`src/rtl/hta_sqrt_cell.sv`:
```
// One digit of a restoring square root: takes two radicand bits, yields one root bit.
module hta_sqrt_cell #(
	parameter int ROOT_W = 8
) (
	input  logic                  clk,
	input  logic [2*ROOT_W-1:0]   rad_in,
	input  logic [ROOT_W+1:0]     rem_in,
	input  logic [ROOT_W-1:0]     root_in,
	output logic [2*ROOT_W-1:0]   rad_q,
	output logic [ROOT_W+1:0]     rem_q,
	output logic [ROOT_W-1:0]     root_q
);

	localparam int RW = ROOT_W + 2;

	logic [RW-1:0] shifted;
	logic [RW:0]   trial;
	logic          ge;

	assign shifted = {rem_in[RW-3:0], rad_in[2*ROOT_W-1 -: 2]};
	assign trial   = {1'b0, shifted} - {1'b0, root_in, 2'b01};
	assign ge      = ~trial[RW];

	always_ff @(posedge clk) begin
		rad_q  <= {rad_in[2*ROOT_W-3:0], 2'b00};
		rem_q  <= ge ? trial[RW-1:0] : shifted;
		root_q <= {root_in[ROOT_W-2:0], ge};
	end

endmodule

```
`src/rtl/hta_sqrt_chain.sv`:
```
// Row of ROOT_W root cells, one registered cell per result bit; floor square root.
module hta_sqrt_chain #(
	parameter int ROOT_W = 8
) (
	input  logic                clk,
	input  logic [2*ROOT_W-1:0] rad,
	output logic [ROOT_W-1:0]   root
);

	logic [2*ROOT_W-1:0] rad_w  [ROOT_W+1];
	logic [ROOT_W+1:0]   rem_w  [ROOT_W+1];
	logic [ROOT_W-1:0]   root_w [ROOT_W+1];

	assign rad_w[0]  = rad;
	assign rem_w[0]  = '0;
	assign root_w[0] = '0;

	for (genvar i = 0; i < ROOT_W; i++) begin : g_cell
		hta_sqrt_cell #(.ROOT_W(ROOT_W)) u_cell (
			.clk     (clk),
			.rad_in  (rad_w[i]),
			.rem_in  (rem_w[i]),
			.root_in (root_w[i]),
			.rad_q   (rad_w[i+1]),
			.rem_q   (rem_w[i+1]),
			.root_q  (root_w[i+1])
		);
	end

	assign root = root_w[ROOT_W];

endmodule

```
`config.mk`:
```
export PLATFORM = sky130hd
export DESIGN_NAME = hta_sqrt_chain
export DESIGN_NICKNAME = d
export VERILOG_FILES = /design/src/rtl/hta_sqrt_cell.sv /design/src/rtl/hta_sqrt_chain.sv
export SDC_FILE = /design/constraint.sdc
export NUM_CORES = 1
export LEC_CHECK = 0
export BUFFER_PORTS_ARGS = -buffer_cell sky130_fd_sc_hd__buf_4
export CAP_MARGIN = 20
export CELL_PAD_IN_SITES_DETAIL_PLACEMENT = 2
export CELL_PAD_IN_SITES_GLOBAL_PLACEMENT = 2
export CORE_UTILIZATION = 40
export DETAILED_ROUTE_END_ITERATION = 10
export PLACE_DENSITY_LB_ADDON = 0.3
export SLEW_MARGIN = 10
export SYNTH_ARGS = -nofsm -noshare
export SYNTH_HDL_FRONTEND = slang
export SYNTH_SLANG_ARGS = --single-unit
```
`constraint.sdc`:
```
create_clock -name clk -period 3 [get_ports clk]
set_input_delay 0 -clock clk [delete_from_list [all_inputs] [get_ports clk]]
set_output_delay 0 -clock clk [all_outputs]
set_load 0.05 [all_outputs]
```
==> impl_metrics.py <==
metrics = {
    "outcome": {
        "status": "complete, but fails checks",
        "failed_checks": "design-rule violations",
    },
    "run": {
        "cap_violations": 0,
    },
    "synthesis": {
        "netlist-cell-type-count": 52,
        "synth_cells": 427,
        "syn_avg_cell_area_um2": 11.3,
        "yosys_warnings": 0,
        "syn_area_um2": 4830,
        "syn_nets": 478,
        "ys_seq_elements": 143,
        "synth-seq-area-share_pct": 59.2,
    },
    "placement": {
        "numPortBuffers": 24,
        "dp_hpwl_mm": 7.19,
        "place.gp.congestion": 0.730,
    },
    "power": {
        "peakVddDrop_uv": 598,
        "p_per_area_nw_per_um2": 1050,
        "p_leak_uw": 0.00283,
    },
    "clock_network": {
        "cts_tree": "yes",
        "clkSinkCount": 143,
        "ctsRootBufferMaster": "clkbuf_16",
        "cts_buffer_depth": 2,
        "cts_resized": 0,
        "postCtsSetupBuffers": 0,
        "htreeDepth": 4,
        "postCtsHoldBufs": 17,
        "numCtsBuffers": 17,
        "clk_latency_ns": 0.43,
        "path_clk_slew_ns": 0.07,
    },
    "min_path": {
        "min_from": "rad[13]",
        "min_path_type": "in2reg",
    },
    "worst_setup_path": {
        "critPathSlowestCell": "nand3_1",
        "crit_chain": "inv_1, ha_1, nor2b_1, o21ai_1, nand3_1, xnor2_1",
        "timing.critical_path.from": "g_cell[1].u_cell.root_q[0]",
        "path_max_fanout": 11,
        "slowest_delay_ns": 0.45,
        "critPathKind": "reg2reg",
        "endpoint_kind": "flip-flop",
        "crit_arrival_ns": 2.53,
        "cp.required_ns": 3.33,
        "cp-start-kind": "flip-flop",
        "timing.rr.start": "g_cell[1].u_cell.root_q[0]",
    },
    "finish": {
        "nets": 535,
        "final_common_cell": "dfxtp_1",
        "final-seq-area_um2": 2860,
        "mostFrequentLayoutCells": "143 x dfxtp_1, 46 x inv_1, 34 x ha_1",
        "fill_cells": 1144,
        "drive_gt1_share_pct": 15.1,
        "syn_to_final_growth_pct": 23.5,
        "multi_input_area_um2": 1760,
        "fin_util_pct": 51.4,
    },
    "drt": {
        "totalWireLength_mm": 12.0,
        "firstDrtPassIters": 9,
        "detail_route.wl_per_cell_um": 18.6,
        "ant_nets": 0,
        "first_iter_violations": 89,
        "viasPerCell": 4.89,
        "num_vias": 3136,
        "drc": 3,
    },
    "timing": {
        "hold_violations": 0,
        "worst_pin_slew_ns": 0.594,
        "whs_ns": 0.210,
        "fin_crit_ns": 2.21,
        "slew_viol_final": 0,
        "rsz0062_at_grt": "false",
        "fin_skew_ns": 0.0154,
        "fmax_ghz": 0.453,
        "setup_viol": 0,
        "setup_tns_ns": 0,
        "slew_headroom_pct": 60.3,
        "period_share_pct": 73.6,
    },
    "floorplanning": {
        "start_util_pct": 41.6,
        "pin_count": 25,
        "dieWidth_um": 112,
        "core_area_um2": 11600,
        "fp-row-count": 39,
        "die_height_um": 112,
        "die-area_um2": 12500,
    },
    "global_routing": {
        "grt_pass1_wl_mm": 19.4,
        "grt_max_degree": 17,
        "grt_pass1_vias": 3680,
        "grt_overflow_total": 0,
        "antenna_found_initial": 1,
        "grt_util_all_layers_pct": 21.2,
    },
}
[path summary, 6_finish.rpt]
| path | to | slack [ns] | depth (start not counted) |
|---|---|---|---|
| hold / removal | g_cell[0].u_cell.rad_q[15] | 0.21 | 2 |
| setup reg to reg | g_cell[2].u_cell.rem_q[0] | 0.79 | 6 |
| hold reg to reg | g_cell[5].u_cell.rad_q[15] | 0.33 | 0 |
| setup / recovery | g_cell[2].u_cell.rem_q[0] | 0.79 | 6 |
[layer usage]
metal / up-vias / global-route usage, % / share of wire (%)
met4: 0 / 9.96 / 2.4
met3: 20 / 6.48 / 2.5
met2: 42 / 41.5 / 58
li1: 1536 / - / -
met1: 1538 / 19.8 / 37
met5: - / 0 / 0
[layout make-up]
| class | count | share of cell area [%] |
|---|---|---|
| multi-input combinational | 231 | 29.5 |
| antenna | 1 | 0.0419 |
| clock buffer | 18 | 7.36 |
| timing repair buffer | 42 | 5.99 |
| clock inverter | 14 | 3.04 |
| inverter | 49 | 3.08 |
| tap | 143 | 3.00 |
| sequential | 143 | 47.9 |
[logic make-up (layout without fill, tap and decap cells)]
group	Yosys count	in the layout	share of synthesized area [%]
adder cells (fa/ha/maj)	34	34	8.80
XOR/XNOR	26	26	4.71
flip-flops	143	143	59.2
AO/OA/AOI/OAI	60	60	8.28
multiplexers	18	18	4.40
buffers and inverters	53	123	4.30
AND/OR/NAND/NOR	92	92	10.2
other	1	2	0.0776
[sequential cells by signal (all words and copies together), names as in the netlist]
name	flops
g_cell.u_cell.rem_q	51
g_cell.u_cell.root_q	36
g_cell.u_cell.rad_q	56
[per-stage QoR]
step	total power, µW	cells	cell area (µm²)	worst slack [ns]
after floorplan	3610	427	4830	1.12
final	6250	641	5970	0.791
after global placement	3890	591	5180	0.957
after detailed placement	4000	591	5180	0.886
after CTS	6330	640	5970	0.832
after global routing	6590	641	5970	0.650
[cell usage after synthesis, drive strengths merged]
library cell | n | area, µm²
a21boi | 2 | 15.0
a2111oi | 1 | 15.0
conb | 1 | 3.75
a21o | 3 | 22.5
o211ai | 1 | 7.51
nand2b | 9 | 56.3
mux2 | 14 | 173
nand3b | 2 | 18.8
a211oi | 6 | 45.0
o22ai | 1 | 6.26
nand3 | 3 | 15.0
xor2 | 8 | 70.1
or3 | 2 | 12.5
buf | 2 | 16.3
and3 | 1 | 6.26
inv | 49 | 184
a41o | 3 | 30.0
xnor2 | 18 | 158
nor2 | 27 | 101
dfxtp | 143 | 2860
a21oi | 7 | 38.8
clkbuf | 2 | 7.51
ha | 34 | 425
o31a | 1 | 8.76
nor4 | 3 | 25.0
a2bb2oi | 1 | 8.76
o21a | 6 | 45.0
nor3 | 13 | 81.3
or2 | 1 | 6.26
mux2i | 4 | 40.0
nor2b | 8 | 57.6
a31oi | 1 | 6.26
o31ai | 3 | 27.5
or4 | 2 | 15.0
nand2 | 13 | 48.8
o21ai | 24 | 124
nand4 | 2 | 12.5
and2 | 6 | 37.5
[power by group]
part / internal, µW / switching [µW]
clock network: 1340 / 870
logic: 720 / 825
registers: 2270 / 218
total: 4330 / 1910
[worst max-delay path, delay by kind of cell (launching register included)]
| family | cells | cell delay, ns |
|---|---|---|
| buf+inv | 1 | 0.07 |
| flops | 1 | 0.34 |
| simple gates | 2 | 0.62 |
| xor+xnor | 1 | 0.38 |
| compound gates | 1 | 0.32 |
| fa+ha+maj | 1 | 0.36 |
Power figures use the tool's default switching activity.
